<file path="config.mk">
export PLATFORM = sky130hd
export DESIGN_NAME = wgfhl_fifo
export DESIGN_NICKNAME = d
export VERILOG_FILES = /design/src/hdl/wgfhl_pkg.sv /design/src/hdl/wgfhl_fifo.sv
export SDC_FILE = /design/constraint.sdc
export NUM_CORES = 1
export LEC_CHECK = 0
export ABC_AREA = 1
export BUFFER_PORTS_ARGS = -buffer_cell sky130_fd_sc_hd__buf_2
export CAP_MARGIN = 20
export CORE_UTILIZATION = 35
export DETAILED_ROUTE_END_ITERATION = 10
export PLACE_DENSITY = 0.49
export RECOVER_POWER = 100
export SETUP_SLACK_MARGIN = 0.4
export SLEW_MARGIN = 10
export SYNTH_ARGS = -nofsm -noshare
export SYNTH_HDL_FRONTEND = slang
export SYNTH_SLANG_ARGS = --single-unit
</file>
<file path="constraint.sdc">
create_clock -name i_clk -period 14.4 [get_ports i_clk]
set_input_delay 2.16 -clock i_clk [delete_from_list [all_inputs] [get_ports i_clk]]
set_output_delay 2.16 -clock i_clk [all_outputs]
set_load 0.01 [all_outputs]
</file>
<file path="src/hdl/wgfhl_pkg.sv">
// ---------------------------------------------------------------------------
// wgfhl_pkg: shared types and constants of the group frame host learner
// Action and status codes, frame constants and the front-to-back command.
// ---------------------------------------------------------------------------
`default_nettype none
package wgfhl_pkg;
    localparam int TABLE_DEPTH = 64;

    localparam logic [1:0] ACT_BYTE  = 2'd0;
    localparam logic [1:0] ACT_CLEAR = 2'd1;
    localparam logic [1:0] ACT_READ  = 2'd2;
    localparam logic [1:0] ACT_NONE  = 2'd3;

    localparam logic [2:0] ST_IGNORED = 3'd0;
    localparam logic [2:0] ST_UPDATED = 3'd1;
    localparam logic [2:0] ST_ADDED   = 3'd2;
    localparam logic [2:0] ST_FULL    = 3'd3;
    localparam logic [2:0] ST_CLEARED = 3'd4;
    localparam logic [2:0] ST_READ    = 3'd5;
    localparam logic [2:0] ST_BADIDX  = 3'd6;

    localparam logic [15:0] ETH_ARP  = 16'h0806;
    localparam logic [15:0] ETH_IPV4 = 16'h0800;
    localparam logic [7:0]  SNAP_AA  = 8'hAA;
    localparam logic [7:0]  SNAP_UI  = 8'h03;
    localparam logic [10:0] LEN_MIN  = 11'd40;
    localparam logic [10:0] LEN_MAX  = 11'd1600;
    localparam logic [10:0] CCMP_LEN = 11'h08;
    localparam logic [10:0] SNAP_LEN = 11'd8;
    localparam logic [10:0] COUNT_SAT = 11'd2047;

    typedef enum logic [1:0] {
        CMD_IGNORE,
        CMD_LEARN,
        CMD_CLEAR,
        CMD_READ
    } t_cmd_kind;

    typedef struct packed {
        t_cmd_kind   kind;
        logic [47:0] mac;
        logic [31:0] ip;
        logic [1:0]  how;
        logic [31:0] now;
        logic [5:0]  ridx;
    } t_cmd;

    typedef enum logic [1:0] {
        BK_IDLE,
        BK_SCAN,
        BK_WRITE,
        BK_OUT
    } t_back_state;
endpackage
`default_nettype wire

</file>
<file path="src/hdl/wgfhl_fifo.sv">
// ---------------------------------------------------------------------------
// wgfhl_fifo: command queue
// Short register queue between parser and table engine.
// ---------------------------------------------------------------------------
`default_nettype none
module wgfhl_fifo (
    input  wire logic        i_clk,
    input  wire logic        i_rst_n,
    input  wire logic        i_valid,
    output logic             o_ready,
    input  wgfhl_pkg::t_cmd  i_data,
    output logic             o_valid,
    input  wire logic        i_ready,
    output wgfhl_pkg::t_cmd  o_data
);
    import wgfhl_pkg::*;
    t_cmd       r_mem [4];
    logic [1:0] r_wp, r_rp;
    logic [2:0] r_cnt;
    logic       w_push, w_pop;

    assign o_ready = r_cnt != 3'd4;
    assign o_valid = r_cnt != 3'd0;
    assign o_data  = r_mem[r_rp];
    assign w_push  = i_valid && o_ready;
    assign w_pop   = o_valid && i_ready;

    always_ff @(posedge i_clk) begin
        if (w_push) r_mem[r_wp] <= i_data;
    end
    always_ff @(posedge i_clk) begin
        if (!i_rst_n) begin
            r_wp <= '0; r_rp <= '0; r_cnt <= '0;
        end else begin
            if (w_push) r_wp <= r_wp + 2'd1;
            if (w_pop) r_rp <= r_rp + 2'd1;
            r_cnt <= r_cnt + {2'b00, w_push} - {2'b00, w_pop};
        end
    end
endmodule
`default_nettype wire

</file>
# Word level (Yosys, flattened, before mapping)
# Memories as Yosys holds them, arrays and structs flattened. A register that Yosys moved wholly into a read port is not among the register bits.
# Index checks and enable logic that the tools add are counted.
[op_classes] bitwise=0 n_shift=0 eq_ne=1 mux=4 add_sub_neg=4 n_lt_le_gt_ge=0 div=0 n_reduce_logical=3 mul=0
[ops] op="$add 2x1->2 const B" count=2
[ops] op="$mux 2" count=2
[ops] op="$add 3x1->3" count=1
[ops] op="$ne 3x3->1 const B" count=1
[ops] op="$reduce_bool 3->1" count=1
[ops] op="$sub 3x1->3" count=1
[ops] op="$logic_and 1x1->1" count=2
[ops] op="$mux 1" count=2
[totals] mem_count=1 rom_bits=0 reg_bits=7 latch_bits=0 ram_bits=488
[mem_list] memory="r_mem" words=4 word_bits=122 read_ports=1 rd_clocked_by_memory_dff=1 wr=1 line_no="wgfhl_fifo.sv:17" text="t_cmd r_mem [4];"

# Logic depth before layout (Yosys ltp)
# Gate-level depths: netlist of the first run.
[logic_depth] depth_word=4 depth_mapped=10 ltp_nobuf=10

# Worst setup path before layout of the first run
# Ideal clock, no wire load.
[synth_path] path_kind="input-to-reg" from="input port i_valid" to="memory r_mem[0][0] in the netlist's numbering, enable pin" setup_slack_ns=6.442 required_ns=13.795 t_arrival_ns=7.353 setup_ns=0.605 stages=2 path_cell_list="nand2_1 nor2_1"
[synth_between] elab_chain_cells=3
[synth_rtl] element="start, declared" line_no="wgfhl_fifo.sv:9" text="input wire logic i_valid,"
[synth_rtl] element="$logic_and 1x1->1" line_no="wgfhl_fifo.sv:25" text="assign w_push = i_valid && o_ready;"
[synth_rtl] element="$mux 1" line_no="wgfhl_fifo.sv:29" text="if (w_push) r_mem[r_wp] <= i_data;"
[synth_rtl] element="$mux 1 (not written as such)" line_no="wgfhl_fifo.sv:29"
[synth_rtl] element="end, declared" line_no="wgfhl_fifo.sv:17"
# No other way between the ends.

==> flow_summary.ini, run 1 <==
[status]
status = finished with violations
failed_checks = max-capacitance violations, max-slew violations

[worst_setup_path]
worst-path-stages = 4
path_buf_inv = 2
critPathCaptureType = output pin
crit_fanout = 122
reg2reg_depth = 5
path_class = flop to output pin
worst_path_max_delay_cell = clkinvlp_2
critPathRequiredTime_ns = 12.24
critical-path-top-delay-family = buffers and inverters
slowest_delay_ns = 3.82
path_cells = clkinvlp_2 > o21ai_0 > o22ai_1 > clkbuf_1
cp.arrival_ns = 6.85
critPathLaunchType = flop

[yosys]
synth_area_um2 = 18500
yosysWarnings = 0
synth_nets = 1377
synth_enable_flop_cells = 488
avgSynthCellArea_um2 = 14.8
synth-seq-cells = 497
ys_seq_area_frac = 0.804
async_reset_ff_frac = 0
synth_flop_cell = edfxtp_1
synth_cell_types = 19
syn_inst = 1244

[cts]
path_clk_slew_ns = 0.06
clock_path_buffers = 3
clk_latency_ns = 0.58
cts_resized = 0
cts_tree = built
cts_made_buffers = 52
cts_root_buffer = clkbuf_16
cts_hold_buf = 0
cts_setup_buffers = 0
htreeDepth = 2
cts.sinks = 497

[pwr]
power_density_nw_per_um2 = 181
p_leak_nw = 6.96
ir_worst_vdd_v = 0.000145
finalPower_mw = 3.90

[hold_path]
min_path_cells = 2
hold_path_class = flop to flop

[place]
pre_cts_slack_ns = 9.34
portBuffers = 249
dpl_cell_area_um2 = 20300
gp_congestion = 0.721
dp_hpwl_um = 23200

[route]
route.detailed.drc = 0
viasPerCell = 4.95
first_pass_iters = 5
antenna_left = 0
avgRoutedWirePerCell_um = 19.7
drt-total-wl_um = 43500
first_iter_violations = 762
via_count = 10900

[finish]
seq_area_um2 = 14800
multiInputGateArea_um2 = 3140
fin_area_um2 = 21600
drive_gt1_frac = 0.0809
layout_common_cells = 488 x edfxtp_1, 256 x nor2_1, 245 x o21ai_0
area_growth_pct = 17.0
layout_commonest_cell = edfxtp_1
num-fill-cells = 4914
nets = 1616

[sta]
clock_skew_ns = 0.00890
fin_ws_ns = 5.39
fmaxAchievable_ghz = 0.111
tightest_slew_ns = 5.11
period_needed_ns = 9.01
rsz0062_at_grt = false
setup_tns_ns = 0
hold_viol = 0
relSlewSlack = -2.41
finalSetupViolCount = 0
timing.final.crit_share = 0.626
fin_hold_ws_ns = 0.490
drv_slew = 608

[flow_run]
drv_cap = 11

[global_routing]
grt_overflow = 0
grt_first_pass_wirelength_um = 64600
antenna_found_initial = 8
grt_max_degree = 146
grt_pass1_vias = 10400
gr-usage-all-layers = 0.160

[floorplan]
chipHeight_um = 232
dieWidth_um = 232
die-area_um2 = 53700
coreArea_um2 = 51700
start_util = 0.357
io_pins = 250
rows = 83
==> where the power goes <==
| part | switching (mW) | leakage, nW | internal, mW |
|---|---|---|---|
| sequential | 0.0414 | 4.54 | 1.78 |
| combinational | 0.578 | 1.63 | 0.224 |
| clock | 0.533 | 0.787 | 0.744 |
| total | 1.15 | 6.96 | 2.75 |
==> per-stage QoR <==
stage | cells | utilization
after detailed placement | 2108 | 0.392
after CTS | 2200 | 0.423
final | 2204 | 0.418
after global routing | 2202 | 0.418
after global placement | 2108 | 0.392
after floorplan | 1244 | -
==> registers in the layout (all words and copies together), names as in the netlist, named ones only <==
register and flops:
r_rp 2, r_mem 488, r_cnt 3, r_wp 2
==> path summary, 6_finish.rpt <==
check	startpoint	to	slack, ns
worst min register to register	r_rp[0]	r_rp[0]	0.49
worst max-delay path	flop	o_data[2]	5.39
worst max register to register	r_cnt[1]	r_mem[0][80]	8.94
worst min-delay path	r_rp[0]	r_rp[0]	0.49
==> tightest hold or removal path, cell delays in order, from the launching register on <==
cell and delay [ns]:
dfxtp_1 0.33, a21oi_1 0.05, nor2_1 0.08
==> cell usage after synthesis (3+ instances only) <==
| cell | number | share of area |
|---|---|---|
| edfxtp_1 | 488 | 0.79 |
| nor2_1 | 256 | 0.052 |
| o21ai_0 | 205 | 0.056 |
| o22ai_1 | 122 | 0.041 |
| o21ai_1 | 40 | 0.011 |
| clkbuf_1 | 33 | 0.0067 |
| buf_2 | 24 | 0.0065 |
| buf_4 | 19 | 0.0077 |
| inv_1 | 14 | 0.0028 |
| nand2_1 | 13 | 0.0026 |
| dfxtp_1 | 9 | 0.0098 |
| ha_1 | 6 | 0.0041 |
| a21oi_1 | 4 | 0.0011 |
| buf_6 | 3 | 0.0018 |
| nand3_1 | 3 | 0.00081 |
==> logic make-up (layout without fill, tap and decap cells) <==
family / after synthesis / count (layout) / synth area share
and+or+nand+nor: 272 / 272 / 0.0555
DFF: 497 / 497 / 0.804
AOI/OAI and AO/OA: 373 / 373 / 0.110
adders and majority gates: 7 / 7 / 0.00515
other: 0 / 3 / 0
buffers and inverters: 95 / 372 / 0.0262
==> routing by layer <==
metal	track usage	up-vias	share of wire
met3	0.0481	79	0.072
met4	0.0450	14	0.021
met5	0	-	0.0023
li1	-	5171	-
met2	0.244	255	0.45
met1	0.220	5381	0.45
==> final cells by class <==
class | count | area share
Sequential cell | 497 | 0.687
Multi-Input combinational cell | 652 | 0.146
Clock buffer | 69 | 0.0642
Timing Repair Buffer | 264 | 0.0505
Tap cell | 680 | 0.0394
Clock inverter | 23 | 0.00990
Inverter | 16 | 0.00307
Antenna cell | 3 | 0.000348
Note: power is estimated with default switching activity, not from simulation.
==> run 2: changes to the inputs <==
Clock period 14.4 ns to 8.8 ns, I/O delays scaled along.
==> run 2 against run 1 <==
Effect of this change: the run still ends with max-capacitance violations, max-slew violations left; largest power group unchanged; hold slack worse by 0.0089 ns; sequential cell count stayed put; wire length is 0.33% lower.
==> flow_summary.ini, run 2 (synthesis results as in run 1) <==
[cts]
cts_setup_buffers = 0
cts_tree = built
cts_hold_buf = 0
cts_made_buffers = 54
cts_root_buffer = clkbuf_16
cts_resized = 0
clock_path_buffers = 3
path_clk_slew_ns = 0.06
cts.sinks = 497
htreeDepth = 2
clk_latency_ns = 0.58

[worst_setup_path]
cp.arrival_ns = 5.98
reg2reg_slack_ns = 3.11
path_class = input pin to flop
critPathRequiredTime_ns = 8.88
critPathCaptureType = flop
crit_fanout = 58
critPathLaunchType = input pin

[floorplan]
io_pins = 250
start_util = 0.357
rows = 83
chipHeight_um = 232
die-area_um2 = 53700
coreArea_um2 = 51700
dieWidth_um = 232

[sta]
relSlewSlack = -1.83
timing.final.crit_share = 0.671
fmaxAchievable_ghz = 0.169
drv_slew = 485
period_needed_ns = 5.90
rsz0062_at_grt = false
hold_viol = 0
setup_tns_ns = 0
fin_ws_ns = 2.90
fin_hold_ws_ns = 0.482
clock_skew_ns = 0.00826
finalSetupViolCount = 0
tightest_slew_ns = 4.24

[route]
first_pass_iters = 4
first_iter_violations = 654
viasPerCell = 4.94
via_count = 10900
antenna_left = 0
avgRoutedWirePerCell_um = 19.6
route.detailed.drc = 0
drt-total-wl_um = 43400

[place]
portBuffers = 249
dpl_cell_area_um2 = 20300
dp_hpwl_um = 23100
pre_cts_slack_ns = 4.78
gp_congestion = 0.729

[finish]
layout_commonest_cell = edfxtp_1
drive_gt1_frac = 0.0679
fin_area_um2 = 21800
reg.largest.list = r_mem (488), r_cnt (3)
layout_common_cells = 488 x edfxtp_1, 256 x nor2_1, 255 x clkbuf_1
fin_util = 0.421
largest_reg_flops = 488
area_growth_pct = 17.9
top_register = r_mem
nets = 1619
num-fill-cells = 4862

[pwr]
p_leak_nw = 6.99
power_density_nw_per_um2 = 301
ir_worst_vdd_v = 0.000164

[global_routing]
grt_first_pass_wirelength_um = 64300
grt_max_degree = 123
gr-usage-all-layers = 0.159
grt_pass1_vias = 10400
antenna_found_initial = 7
grt_overflow = 0

[status]
status = finished with violations
failed_checks = max-capacitance violations, max-slew violations

[flow_run]
drv_cap = 10

[hold_path]
hold_path_class = flop to flop
## run 2: area by class of cell
type | count | area (µm²) | share of cell area
diodes | 1 | 2.50 | 0.000115
clock buffers | 74 | 1520 | 0.0698
clock inverters | 28 | 283 | 0.0130
inverters | 16 | 70.1 | 0.00322
multi-input cells | 652 | 3140 | 0.144
flip-flops and latches | 497 | 14800 | 0.681
well taps | 680 | 851 | 0.0391
repair buffers | 265 | 1060 | 0.0489
## run 2: worst max-delay path, stage by stage
cell,delay (ns)
clkbuf_1,0.17
nand2_1,0.16
nor2_1,1.24
clkbuf_1,2.99
## run 2: per-stage QoR
stage | total power, mW | cells
2_1_floorplan | 3.86 | 1244
3_3_place_gp | 4.39 | 2109
3_5_place_dp | 4.41 | 2109
4_1_cts | 6.69 | 2211
5_1_grt | 6.87 | 2213
6_report | 6.55 | 2213
## run 2: path summary, 6_finish.rpt
path                            startpoint  cells after the start           end
worst min-delay path               r_rp[0]                      2          flop
worst max-delay path               i_valid                      4  r_mem[0][72]
worst max register to register    r_cnt[1]                      5  r_mem[0][72]
worst min register to register     r_rp[0]                      2          flop
## run 2: per-layer routing
metal,track usage,part of all wire,vias to the layer above
li1,-,-,5194
met1,0.215,0.44,5383
met2,0.248,0.46,270
met3,0.0480,0.070,73
met4,0.0458,0.021,12
met5,0,0.0018,-
## run 2: power breakdown
group          switching, mW  internal [mW]  leakage (nW)
Combinational          0.949          0.342          1.57
Clock                  0.894           1.38         0.882
Sequential            0.0725           2.91          4.54
Total                   1.92           4.63          6.99
