`config.mk`:
```
export PLATFORM = sky130hd
export DESIGN_NAME = wgfhl_front
export DESIGN_NICKNAME = d
export VERILOG_FILES = /design/src/hdl/wgfhl_pkg.sv /design/src/hdl/wgfhl_front.sv
export SDC_FILE = /design/constraint.sdc
export NUM_CORES = 1
export LEC_CHECK = 0
export BUFFER_PORTS_ARGS = -buffer_cell sky130_fd_sc_hd__buf_4
export CAP_MARGIN = 10
export CORE_MARGIN = 3
export CORE_UTILIZATION = 44
export DETAILED_ROUTE_END_ITERATION = 8
export PLACE_DENSITY_LB_ADDON = 0.1
export SKIP_CTS_REPAIR_TIMING = 1
export SYNTH_ARGS = -nofsm -noshare
export SYNTH_HDL_FRONTEND = slang
export SYNTH_SLANG_ARGS = --single-unit
```
`constraint.sdc`:
```
create_clock -name i_clk -period 7.2 [get_ports i_clk]
set_input_delay 0 -clock i_clk [delete_from_list [all_inputs] [get_ports i_clk]]
set_output_delay 0 -clock i_clk [all_outputs]
set_load 0.02 [all_outputs]
```
`src/hdl/wgfhl_pkg.sv`:
```
// ---------------------------------------------------------------------------
// wgfhl_pkg: shared types and constants of the group frame host learner
// Action and status codes, frame constants and the front-to-back command.
// ---------------------------------------------------------------------------
`default_nettype none
package wgfhl_pkg;
    localparam int TABLE_DEPTH = 64;

    localparam logic [1:0] ACT_BYTE  = 2'd0;
    localparam logic [1:0] ACT_CLEAR = 2'd1;
    localparam logic [1:0] ACT_READ  = 2'd2;
    localparam logic [1:0] ACT_NONE  = 2'd3;

    localparam logic [2:0] ST_IGNORED = 3'd0;
    localparam logic [2:0] ST_UPDATED = 3'd1;
    localparam logic [2:0] ST_ADDED   = 3'd2;
    localparam logic [2:0] ST_FULL    = 3'd3;
    localparam logic [2:0] ST_CLEARED = 3'd4;
    localparam logic [2:0] ST_READ    = 3'd5;
    localparam logic [2:0] ST_BADIDX  = 3'd6;

    localparam logic [15:0] ETH_ARP  = 16'h0806;
    localparam logic [15:0] ETH_IPV4 = 16'h0800;
    localparam logic [7:0]  SNAP_AA  = 8'hAA;
    localparam logic [7:0]  SNAP_UI  = 8'h03;
    localparam logic [10:0] LEN_MIN  = 11'd40;
    localparam logic [10:0] LEN_MAX  = 11'd1600;
    localparam logic [10:0] CCMP_LEN = 11'h08;
    localparam logic [10:0] SNAP_LEN = 11'd8;
    localparam logic [10:0] COUNT_SAT = 11'd2047;

    typedef enum logic [1:0] {
        CMD_IGNORE,
        CMD_LEARN,
        CMD_CLEAR,
        CMD_READ
    } t_cmd_kind;

    typedef struct packed {
        t_cmd_kind   kind;
        logic [47:0] mac;
        logic [31:0] ip;
        logic [1:0]  how;
        logic [31:0] now;
        logic [5:0]  ridx;
    } t_cmd;

    typedef enum logic [1:0] {
        BK_IDLE,
        BK_SCAN,
        BK_WRITE,
        BK_OUT
    } t_back_state;
endpackage
`default_nettype wire

```
`src/hdl/wgfhl_front.sv`:
```
// ---------------------------------------------------------------------------
// wgfhl_front: frame byte parser
// Tracks header and payload fields byte by byte and emits one command per
// last byte and per clear, read or unused item.
// ---------------------------------------------------------------------------
`default_nettype none
module wgfhl_front (
    input  wire logic            i_clk,
    input  wire logic            i_rst_n,
    input  wire logic [47:0]     i_bssid,
    input  wire logic            i_valid,
    output logic                 o_ready,
    input  wire logic [1:0]      i_action,
    input  wire logic [7:0]      i_byte,
    input  wire logic            i_last,
    input  wire logic [5:0]      i_ridx,
    input  wire logic [31:0]     i_time,
    output logic                 o_cmd_valid,
    input  wire logic            i_cmd_ready,
    output wgfhl_pkg::t_cmd      o_cmd
);
    import wgfhl_pkg::*;

    logic [10:0] r_cnt, n_cnt;
    logic [15:0] r_fc, n_fc;
    logic        r_hok, n_hok, r_sok, n_sok;
    logic [47:0] r_sa, n_sa, r_am, n_am;
    logic [15:0] r_ek, n_ek;
    logic [31:0] r_sip, n_sip;

    logic        w_acc, w_emit;
    logic [10:0] w_off, w_rel, w_len, w_n;
    logic        w_ok;
    logic [7:0]  w_want;
    logic [3:0]  w_bi;

    assign o_ready = i_cmd_ready;
    assign w_acc   = i_valid && o_ready;
    assign w_emit  = w_acc && (i_action != ACT_BYTE || i_last);
    assign o_cmd_valid = w_emit;

    always_comb begin
        n_cnt = r_cnt; n_fc = r_fc; n_hok = r_hok; n_sok = r_sok;
        n_sa = r_sa; n_am = r_am; n_ek = r_ek; n_sip = r_sip;
        w_bi = 4'(11'd15 - r_cnt);
        w_want = 8'(i_bssid >> {w_bi[2:0], 3'b000});
        if (r_cnt == 11'd0) n_fc = {8'h00, i_byte};
        else if (r_cnt == 11'd1) n_fc = {i_byte, r_fc[7:0]};
        else if (r_cnt == 11'd4) begin
            if (!i_byte[0]) n_hok = 1'b0;
        end else if (r_cnt >= 11'd10 && r_cnt <= 11'd15) begin
            if (w_want != i_byte) n_hok = 1'b0;
        end else if (r_cnt >= 11'd16 && r_cnt <= 11'd21) begin
            n_sa = {r_sa[39:0], i_byte};
        end
        // offset uses frame control as updated by this byte
        w_off = 11'd24 + (n_fc[7] ? 11'd2 : 11'd0) + (n_fc[14] ? CCMP_LEN : 11'd0);
        w_rel = r_cnt - w_off;
        if (r_cnt >= 11'd2 && r_cnt >= w_off) begin
            if (w_rel <= 11'd1) begin
                if (i_byte != SNAP_AA) n_sok = 1'b0;
            end else if (w_rel == 11'd2) begin
                if (i_byte != SNAP_UI) n_sok = 1'b0;
            end else if (w_rel == 11'd6) n_ek = {i_byte, 8'h00};
            else if (w_rel == 11'd7) n_ek = {r_ek[15:8], i_byte};
            else if (w_rel >= 11'd16 && w_rel <= 11'd21) n_am = {r_am[39:0], i_byte};
            if (n_ek == ETH_ARP && w_rel >= 11'd22 && w_rel <= 11'd25)
                n_sip = {r_sip[23:0], i_byte};
            if (n_ek == ETH_IPV4 && w_rel >= 11'd20 && w_rel <= 11'd23)
                n_sip = {r_sip[23:0], i_byte};
        end
        if (r_cnt != COUNT_SAT) n_cnt = r_cnt + 11'd1;
    end

    always_comb begin
        w_len = n_cnt;
        w_n = w_len - w_off - SNAP_LEN;
        w_ok = n_hok && n_sok && w_len >= LEN_MIN && w_len <= LEN_MAX
            && n_fc[3:2] == 2'd2 && n_fc[9:8] == 2'd2 && w_len > w_off + SNAP_LEN;
        o_cmd = '0;
        o_cmd.now  = i_time;
        o_cmd.ridx = i_ridx;
        o_cmd.ip   = n_sip;
        unique case (i_action)
            ACT_BYTE: begin
                if (w_ok && n_ek == ETH_ARP && w_n >= 11'd28) begin
                    o_cmd.kind = CMD_LEARN; o_cmd.mac = n_am; o_cmd.how = 2'd1;
                end else if (w_ok && n_ek == ETH_IPV4 && w_n >= 11'd20) begin
                    o_cmd.kind = CMD_LEARN; o_cmd.mac = n_sa; o_cmd.how = 2'd2;
                end else o_cmd.kind = CMD_IGNORE;
            end
            ACT_CLEAR: o_cmd.kind = CMD_CLEAR;
            ACT_READ:  o_cmd.kind = CMD_READ;
            default:   o_cmd.kind = CMD_IGNORE;
        endcase
    end

    always_ff @(posedge i_clk) begin
        if (!i_rst_n || (w_acc && i_action == ACT_BYTE && i_last)) begin
            r_cnt <= '0; r_fc <= '0; r_hok <= 1'b1; r_sok <= 1'b1;
            r_sa <= '0; r_am <= '0; r_ek <= '0; r_sip <= '0;
        end else if (w_acc && i_action == ACT_BYTE) begin
            r_cnt <= n_cnt; r_fc <= n_fc; r_hok <= n_hok; r_sok <= n_sok;
            r_sa <= n_sa; r_am <= n_am; r_ek <= n_ek; r_sip <= n_sip;
        end
    end
endmodule
`default_nettype wire

```
# --- After elaboration in Yosys (flattened, before gate mapping) ---
# Cells that the tools add are included.
totals:
  ram_bits: 0
  ff_bits: 163
  inputBits: 101
  word_cells: 124
  mem_count: 0
  latchBits: 0
  romBits: 0
  output_inout_bits: 124
classes:
  mul: 0
  n_shift: 1
  muxes: 44
  n_div: 0
  n_addsub: 8
  reduce_logical: 28
  eq_ne: 17
  magnitude_cmp: 18
  n_bitwise: 0
op_table:
  columns: ["operator", "n"]
  rows:
  - ["two-way mux 48 bit", 13]
  - ["two-way mux 32 bit", 3]
  - ["two-way mux 16 bit", 5]
  - [">= comparator 11 x 5 -> 1 bit, second input constant", 6]
  - ["== test 16 x 12 -> 1 bit, second input constant", 4]
  - ["two-way mux 50 bit", 1]
  - [">> shifter 48 x 6 -> 8 bit", 1]
  - ["less-or-equal comparator 11 x 5 -> 1 bit, second input constant", 4]
  - ["== test 11 x 3 -> 1 bit, second input constant", 3]
  - ["two-way mux 15 bit", 2]
  - ["logical AND 1 bit", 22]
  - ["subtractor 11 x 7 -> 11 bit", 2]
  - ["two-way mux 1 bit", 12]
  - ["adder 11 x 1 -> 11 bit, second input constant", 1]
  - ["== test 11 x 1 -> 1 bit, second input constant", 1]
  - ["== test 11 x 2 -> 1 bit, second input constant", 1]
  - [">= comparator 11 x 2 -> 1 bit, second input constant", 1]
  - [">= comparator 11 x 4 -> 1 bit, second input constant", 1]
  - [">= comparator 11 x 6 -> 1 bit, second input constant", 1]
  - [">= comparator 11 x 7 -> 1 bit", 1]
  - ["> comparator 11 x 8 -> 1 bit", 1]
  - ["less-or-equal comparator 11 x 1 -> 1 bit, second input constant", 1]
  - ["less-or-equal comparator 11 bit, second input constant", 1]
  - ["less-or-equal comparator 11 x 4 -> 1 bit, second input constant", 1]
  - ["other kinds (21)", 27]

# --- Logic depth before layout (Yosys ltp) ---
# Gate-level depths: netlist of run 1.
logic_depth:
  word_depth: 22
  mapped_depth: 22
  depth_no_buf: 19

# --- Least setup slack after synthesis of run 1 ---
# OpenSTA, ideal clock, no wires.
synth_timing:
  path_type: "register to output"
  start: "reg r_cnt[0]"
  end: "out o_cmd[109] (netlist bit)"
  required_ns: 7.200
  path_slack_ns: 2.327
  arrival_ns: 4.873
  stages_incl_launch_ff: 22
  cell_sequence: "dfxtp_1 > clkbuf_1 > inv_1 > clkbuf_1 > ha_1 > and3_1 > mux2i_1 > inv_1 > ha_1 > clkbuf_1 > nor3_1 > nor2_1 > o41ai_2 > o211a_1 > and4_1 > buf_4 > a2bb2oi_1 > nor4_2 > nand4b_1 > buf_4 > buf_6 > o22ai_1"
synth_lines:
  columns: ["element", "line_no", "text"]
  rows:
  - ["start, declared", "wgfhl_front.sv:24", "logic [10:0] r_cnt, n_cnt;"]
  - ["start signal, assigned", "wgfhl_front.sv:103", "r_cnt <= n_cnt; r_fc <= n_fc; r_hok <= n_hok; r_sok <= n_sok;"]
  - ["end, declared", "wgfhl_front.sv:20", "output wgfhl_pkg::t_cmd o_cmd"]

==> summary.md, run 1 <==
| Metric | Value |
|---|---|
| GPL Wtd Cong | `0.9124` |
| Count leader, synth | `nand2_1` |
| Final ANT Viol Nets | `0` |
| Status | `finished clean` |
| Ratio of total power to cell area | `between 150 and 200 mW/mm^2` |
| CP top delay family | `simple AND/OR/NAND/NOR gates` |
| Worst EP arrival | `6.56 ns` |
| Crit path depth | `20` |
| Area leader, netlist | `dfxtp_1` |
| Crit path largest cell delay | `~0.60 ns` |
| Cells after synthesis | `between 1000 and 1500` |
| Die X | `160.6 um` |
| Clk pwr share | `a little under half` |
| Worst Hold Endpoint | `o_cmd[20]` |
| Worst clock skew | `~0.019 ns` |
| HP Class | `primary input to primary output` |
| Routed vias/inst | `5.729` |
| CP Cell Sequence | `buf_4 -> ha_1 -> nand4_1 -> nor3_2 -> o21ai_0 -> o21ai_0 -> ha_1 -> ha_1 -> a21oi_1 -> nor2_1 -> o21a_1 -> o21ai_0 -> or3_1 -> o311ai_1 -> or3b_1 -> o211a_1 -> nand4b_1 -> buf_4 -> o22ai_1 -> buf_4` |
| Area of the mapped netlist | `0.01052 mm^2` |
| Inst Count DP | `roughly 1700` |
| Antenna violations before repair | `1` |
| Largest net degree at the start of global routing | `91` |
| # rows | `between 50 and 60` |
| RSZ-0062 raised after global routing | `false` |
| Layout fillers | `2275` |
| WL/cell | `~19 um` |
| Register area | `0.003263 mm^2` |
| Leakage power | `4.096 nW` |
| Number of setup violations in the final report | `0` |
| Non-filler instance count after layout | `1695` |
| FF-to-FF End | `r_sip[9]` |
| Area of the multi-input gates | `0.006416 mm^2` |
| CP Data Required Time | `7.20 ns` |
| H-tree Lvls | `4` |
| DRT iter0 DRCs | `784` |
| DR pass1 iterations | `5` |
| DRC violations left | `0` |
| Slew Limit Fails | `0` |
| Share of the synthesized area in the top cell type | `31.02%` |
| WL final | `31.49 mm` |
| Flop2flop setup slack | `1.46 ns` |
| Top post-synthesis cells by area | `dfxtp_1 (31%), mux2i_1 (13%), nand2_1 (9.3%)` |
| Psw | `0.5255 mW` |
| Final #Nets | `1489` |
| Net Sw Frac | `27.00%` |
| Post-Syn Nets | `roughly 1400` |
| Max-capacitance violation count | `0` |
| Gr usage total | `around a quarter` |
| GR peak layer | `met2` |
| Die Footprint | `0.02580 mm^2` |
| Overflow after GRT | `0` |
| CTS sink cnt | `163` |
| Synth warn | `0` |
| CP Capture Type | `primary output` |
| Num CTS Buffers | `17` |
| Root buf cell | `clkbuf_16` |
| Critical path's slowest cell | `nor3_2` |
| Cell depth of the worst min-delay path | `0` |
| Maximum clock path buffer count | `2` |
| Post-DP HPWL | `20.79 mm` |
| Post-synth top flop | `dfxtp_1` |
| Met3 GRT Util | `4.436%` |
| Fin crit period | `roughly 6.6 ns` |
| HP Start | `i_time[14]` |
| Logic pwr share | `6.9%` |
| Flop pwr share | `46.3%` |
| Max IR drop VDD | `161.9 uV` |
| Detailed-route via count | `9711` |
| Setup crit start kind | `register` |
| Height of the chip | `160.6 um` |
| Grt met2 use | `35.36%` |
| Final Hold Vio Count | `0` |
| Worst-margin pin slew | `1.062 ns` |
| M1 GR Usage | `between 30% and 40%` |
| CTS tree | `built` |
| Pint | `1.421 mW` |
| Initial Util | `between 40% and 50%` |
| Post-DP Area | `about 0.011 mm^2` |
| Ports | `225` |
| Core Region | `about 0.023 mm^2` |
| IO Port Bufs | `roughly 150` |
| Worst r2r path cells | `16` |
| Overall power | `1.946 mW` |
| Worst slew margin | `between 20% and 30%` |
| #FFs+latches synth | `163` |
| Setup Crit Path Kind | `register to primary output` |
| CTS clock-pin slew for the worst setup and hold paths | `around 0.080 ns` |
| Worst R2R Start | `r_cnt[4]` |
| Setup TNS | `0 ns` |
| Clock Latency Late Sink | `0.44 ns` |
| Crit Path Max Fanout | `a little under 50` |
| Synth Area per Inst | `7.981 um^2` |
| Synth top cells by count | `nand2_1 (262), dfxtp_1 (163), mux2i_1 (137)` |
| Vias in the first global route | `8879` |
| Fraction of layout cells with a size suffix above 1 | `20.06%` |
| Part of the cycle the worst path needs | `about nine tenths` |
| Utilization after layout | `between 50% and 60%` |
| Fmax | `152.4 MHz` |
| Post-synthesis sequential area ratio | `between 30% and 40%` |
| EDFF count, synth | `0` |
| First-pass GRT wire length | `49.22 mm` |
| Count of cell types in the netlist | `78` |
| Area grow syn2layout | `14.94%` |
| FFs w/ async S/R, synth | `0%` |
| Final instance area | `roughly 0.012 mm^2` |
| Buf/Inv on CP | `3` |
==> registers in the layout, summed over array words and instances, names as in the netlist <==
register,count
r_am,48
r_cnt,11
r_ek,16
r_fc,6
r_hok,1
r_sa,48
r_sip,32
r_sok,1
==> worst reg2reg max path: cells and delay by family (launching register included) <==
family,cells,cell delay (ns)
compound gates,2,0.66
fa+ha+maj,1,0.32
buf+inv,1,0.09
simple gates,9,2.97
flops,1,0.50
mux,3,1.06
==> per-stage QoR <==
| stage | hold slack [ns] | worst slack [ns] |
|---|---|---|
| floorplan | 0.07183 | 2.327 |
| global placement | 0.0001367 | 0.8041 |
| detailed placement | 0.0001367 | 0.8510 |
| CTS | -0.2165 | 0.3341 |
| global route | 0.00002925 | 0.1081 |
| finish | 0.000007312 | 0.6396 |
==> logic make-up after synthesis <==
kind of cell	Yosys count	synth area share, %
XOR/XNOR	17	1.415
AND/OR/NAND/NOR	454	19.06
flip-flops	163	31.02
buffers and inverters	170	8.219
multiplexers	189	19.03
adder cells (fa/ha/maj)	20	2.450
AO/OA/AOI/OAI	305	18.81
==> metal layers <==
layer  wire, um  up-vias
met4        476        0
met2      13560      364
met1      15320     4565
met5          0        -
li1           -     4738
met3       2134       44
==> power groups by stage <==
stage	registers [mW]	clock network (mW)	logic (mW)
floorplan	0.923	0	0.106
global placement	0.923	0	0.129
detailed placement	0.923	0	0.129
CTS	0.902	0.927	0.130
global route	0.902	0.964	0.146
finish	0.902	0.910	0.135
==> layout make-up <==
class | instances | share of cell area [%]
antenna | 1 | 0.02070
clock buffer | 17 | 3.519
clock inverter | 15 | 1.345
inverter | 28 | 0.8693
multi-input combinational | 985 | 53.07
sequential | 163 | 26.99
tap | 313 | 3.239
timing repair buffer | 173 | 10.95
==> how the worst max path moves through the flow <==
stage | slack [ns] | to | startpoint
finish | 0.64 | o_cmd[105] | r_cnt[0]
CTS | 0.33 | o_cmd[103] | r_cnt[0]
detailed placement | 0.85 | o_cmd[105] | r_cnt[0]
floorplan | 2.33 | o_cmd[109] | r_cnt[0]
global route | 0.11 | o_cmd[103] | r_cnt[0]
global placement | 0.80 | o_cmd[105] | r_cnt[0]
==> placed cells by master (no fill, tap or decap), types with 9 or more instances in the layout <==
cell type / instances
inv_1: 27
dlygate4sd3_1: 10
nand2_1: 261
o22ai_2: 9
nor2_1: 90
mux2_2: 44
nor3_1: 15
a211oi_1: 12
clkbuf_16: 17
a21oi_1: 129
xnor2_1: 10
dfxtp_1: 163
o21ai_0: 34
a221oi_1: 11
mux2i_1: 137
ha_1: 19
buf_4: 163
o22ai_1: 43
nand3_1: 14
No activity file was read; power rests on OpenSTA's default activity.
==> run 2, diff against run 1 <==
--- a/config.mk
+++ b/config.mk
@@ -5,11 +5,11 @@
 export SDC_FILE = /design/constraint.sdc
 export NUM_CORES = 1
 export LEC_CHECK = 0
-export BUFFER_PORTS_ARGS = -buffer_cell sky130_fd_sc_hd__buf_4
 export CAP_MARGIN = 10
 export CORE_MARGIN = 3
 export CORE_UTILIZATION = 44
 export DETAILED_ROUTE_END_ITERATION = 8
+export DONT_BUFFER_PORTS = 1
 export PLACE_DENSITY_LB_ADDON = 0.1
 export SKIP_CTS_REPAIR_TIMING = 1
 export SYNTH_ARGS = -nofsm -noshare
==> run 2 against run 1 <==
The flow now finishes with violations (negative hold slack). Maximum frequency down 1.2%. Critical path depth unchanged. Count of clock-buffer cells in the layout unchanged. Flip-flop and latch count unchanged. Register-to-register slack worse by 0.06 ns.
==> summary.md, run 2 (synthesis results as in run 1) <==
| Metric | Value |
|---|---|
| Most common cell after layout, fill and taps aside | `nand2_1` |
| CP Capture Type | `primary output` |
| CTS sink cnt | `163 (unchanged)` |
| Buf/Inv on CP | `3 (unchanged)` |
| Clock Latency Late Sink | `0.44 ns (about the same)` |
| Num CTS Buffers | `17 (unchanged)` |
| Leakage power | `3.480 nW (-15%)` |
| Flop2flop setup slack | `1.40 ns (-0.06 ns)` |
| Crit path largest cell delay | `0.62 ns (+0.02 ns)` |
| Critical path's slowest cell | `nor3_2` |
| Die Footprint | `0.02580 mm^2 (unchanged)` |
| Worst EP arrival | `6.64 ns (+0.08 ns)` |
| Setup Crit Path Kind | `register to primary output` |
| Largest net degree at the start of global routing | `104 (+14%)` |
| CTS tree | `built` |
| Core Region | `0.02305 mm^2 (unchanged)` |
| CP Cell Sequence | `buf_4 -> ha_1 -> nand4_1 -> nor3_2 -> o21ai_0 -> o21ai_0 -> ha_1 -> ha_1 -> a21oi_1 -> nor2_1 -> o21a_1 -> o21ai_0 -> or3_1 -> o311ai_1 -> or3b_1 -> o211a_1 -> nand4b_1 -> buf_4 -> o22ai_1 -> buf_4` |
| Worst slew margin | `19.51% (-9.7 points)` |
| DRC violations left | `0 (unchanged)` |
| Max IR drop VDD | `144.0 uV (-11%)` |
| Worst-margin pin slew | `1.207 ns (+0.1448 ns)` |
| Top flop regs | `r_am: 48 flops, r_sa: 48 flops, r_sip: 32 flops` |
| Slew Limit Fails | `0 (unchanged)` |
| Fmax | `150.6 MHz (-1.2%)` |
| Max-capacitance violation count | `0 (unchanged)` |
| Antenna violations before repair | `0 (-1)` |
| Setup crit start kind | `register` |
| Fin crit period | `6.641 ns (+0.08095 ns)` |
| Setup TNS | `0 ns (unchanged)` |
| CP Data Required Time | `7.20 ns (about the same)` |
| Fraction of layout cells with a size suffix above 1 | `12.40% (-7.7 points)` |
| Height of the chip | `160.6 um (unchanged)` |
| GPL Wtd Cong | `0.8726 (-4.4%)` |
| HP Class | `primary input to register` |
| IO Port Bufs | `0 (-100%)` |
| Post-DP HPWL | `20.50 mm (-1.4%)` |
| CTS clock-pin slew for the worst setup and hold paths | `0.07 ns (about the same)` |
| H-tree Lvls | `4 (unchanged)` |
| Number of setup violations in the final report | `0 (unchanged)` |
| Final Hold Vio Count | `1 (+1)` |
| Part of the cycle the worst path needs | `92.24% (+1.1 points)` |
| Detailed-route via count | `9362 (-3.6%)` |
| CP top delay family | `simple AND/OR/NAND/NOR gates` |
| WL/cell | `20.75 um (+12%)` |
| Final ANT Viol Nets | `0 (unchanged)` |
| Status | `finished with violations` |
| Die X | `160.6 um (unchanged)` |
| WL final | `32.62 mm (+3.6%)` |
| Final #Nets | `1367 (-8.2%)` |
| Failing checks | `negative hold slack` |
| DRT iter0 DRCs | `766 (-2.3%)` |
| Commonest cells after routing, fill and taps aside | `nand2_1 (259), dfxtp_1 (163), mux2i_1 (137)` |
| # rows | `55 (unchanged)` |
| Ratio of total power to cell area | `173.0 mW/mm^2 (+7.5%)` |
| First-pass GRT wire length | `48.73 mm (-0.98%)` |
| Root buf cell | `clkbuf_16` |
| WHS | `-0.01139 ns (-0.01140 ns)` |
| Overall power | `1.934 mW (-0.63%)` |
| Initial Util | `45.63% (unchanged)` |
| Vias in the first global route | `8415 (-5.2%)` |
| DR pass1 iterations | `5 (unchanged)` |
| RSZ-0062 raised after global routing | `false` |
| Area grow syn2layout | `6.268%` |
| Inst Count DP | `1530 (-7.4%)` |
| Maximum clock path buffer count | `2 (unchanged)` |
| Crit Path Max Fanout | `49 (unchanged)` |
| Routed vias/inst | `5.955 (+3.9%)` |
| Non-filler instance count after layout | `1572 (-7.3%)` |
| Gr usage total | `23.31% (about the same)` |
| Overflow after GRT | `0 (unchanged)` |
| Worst clock skew | `0.02102 ns (+0.002030 ns)` |
| Utilization after layout | `48.49% (-4.0 points)` |
| Ports | `225 (unchanged)` |
run 2: cell types whose count changed in the layout (fill, tap and decap cells not counted), sizes merged:
cell,change
clkinv,-5
bufinv,+1
buf,-122
inv,+3
run 2: worst reg2reg max path, delay by kind of cell (launching register included):
| family | cells | cell delay, ns |
|---|---|---|
| muxes | 2 | 0.69 |
| buffers and inverters | 1 | 0.08 |
| and+or+nand+nor | 7 | 2.95 |
| DFF | 1 | 0.52 |
| AOI/OAI and AO/OA | 4 | 1.00 |
| adders and majority gates | 1 | 0.40 |
run 2: cell type report:
class | instances | area [um^2]
diodes | 1 | 2.502
clock inverters | 14 | 161.4
flip-flops and latches | 163 | 3263
inverters | 28 | 105.1
repair buffers | 51 | 407.9
well taps | 313 | 391.6
clock buffers | 17 | 425.4
fillers | 2306 | 11880
multi-input cells | 985 | 6421
run 2: worst paths after layout:
check,start,cells after the start,to
max,r_cnt[0],20,o_cmd[76]
min,i_byte[1],4,r_hok
max reg2reg,r_cnt[4],15,r_sip[4]
min reg2reg,r_sa[40],2,r_sa[40]
run 2: power breakdown:
group / internal, mW / leakage [nW] / switching, mW / total (mW)
clock: 0.493 / 0.282 / 0.441 / 0.933
sequential: 0.901 / 1.31 / 0.000360 / 0.902
combinational: 0.0333 / 1.89 / 0.0657 / 0.0989
run 2: per-stage QoR:
stage / cell area [um^2] / setup slack (ns)
floorplan: 10520 / 2.327
global placement: 10480 / 0.9834
detailed placement: 10480 / 0.9021
CTS: 11070 / 0.3898
global route: 11180 / 0.2506
finish: 11180 / 0.5587
run 2: per-layer routing:
layer | GRT usage, % | up-vias | wire length [um]
met1 | 34.53 | 4438 | 15260
met2 | 34.28 | 386 | 14220
li1 | - | 4496 | -
met3 | 4.849 | 42 | 2634
met4 | 6.154 | 0 | 508
met5 | 0 | - | 0
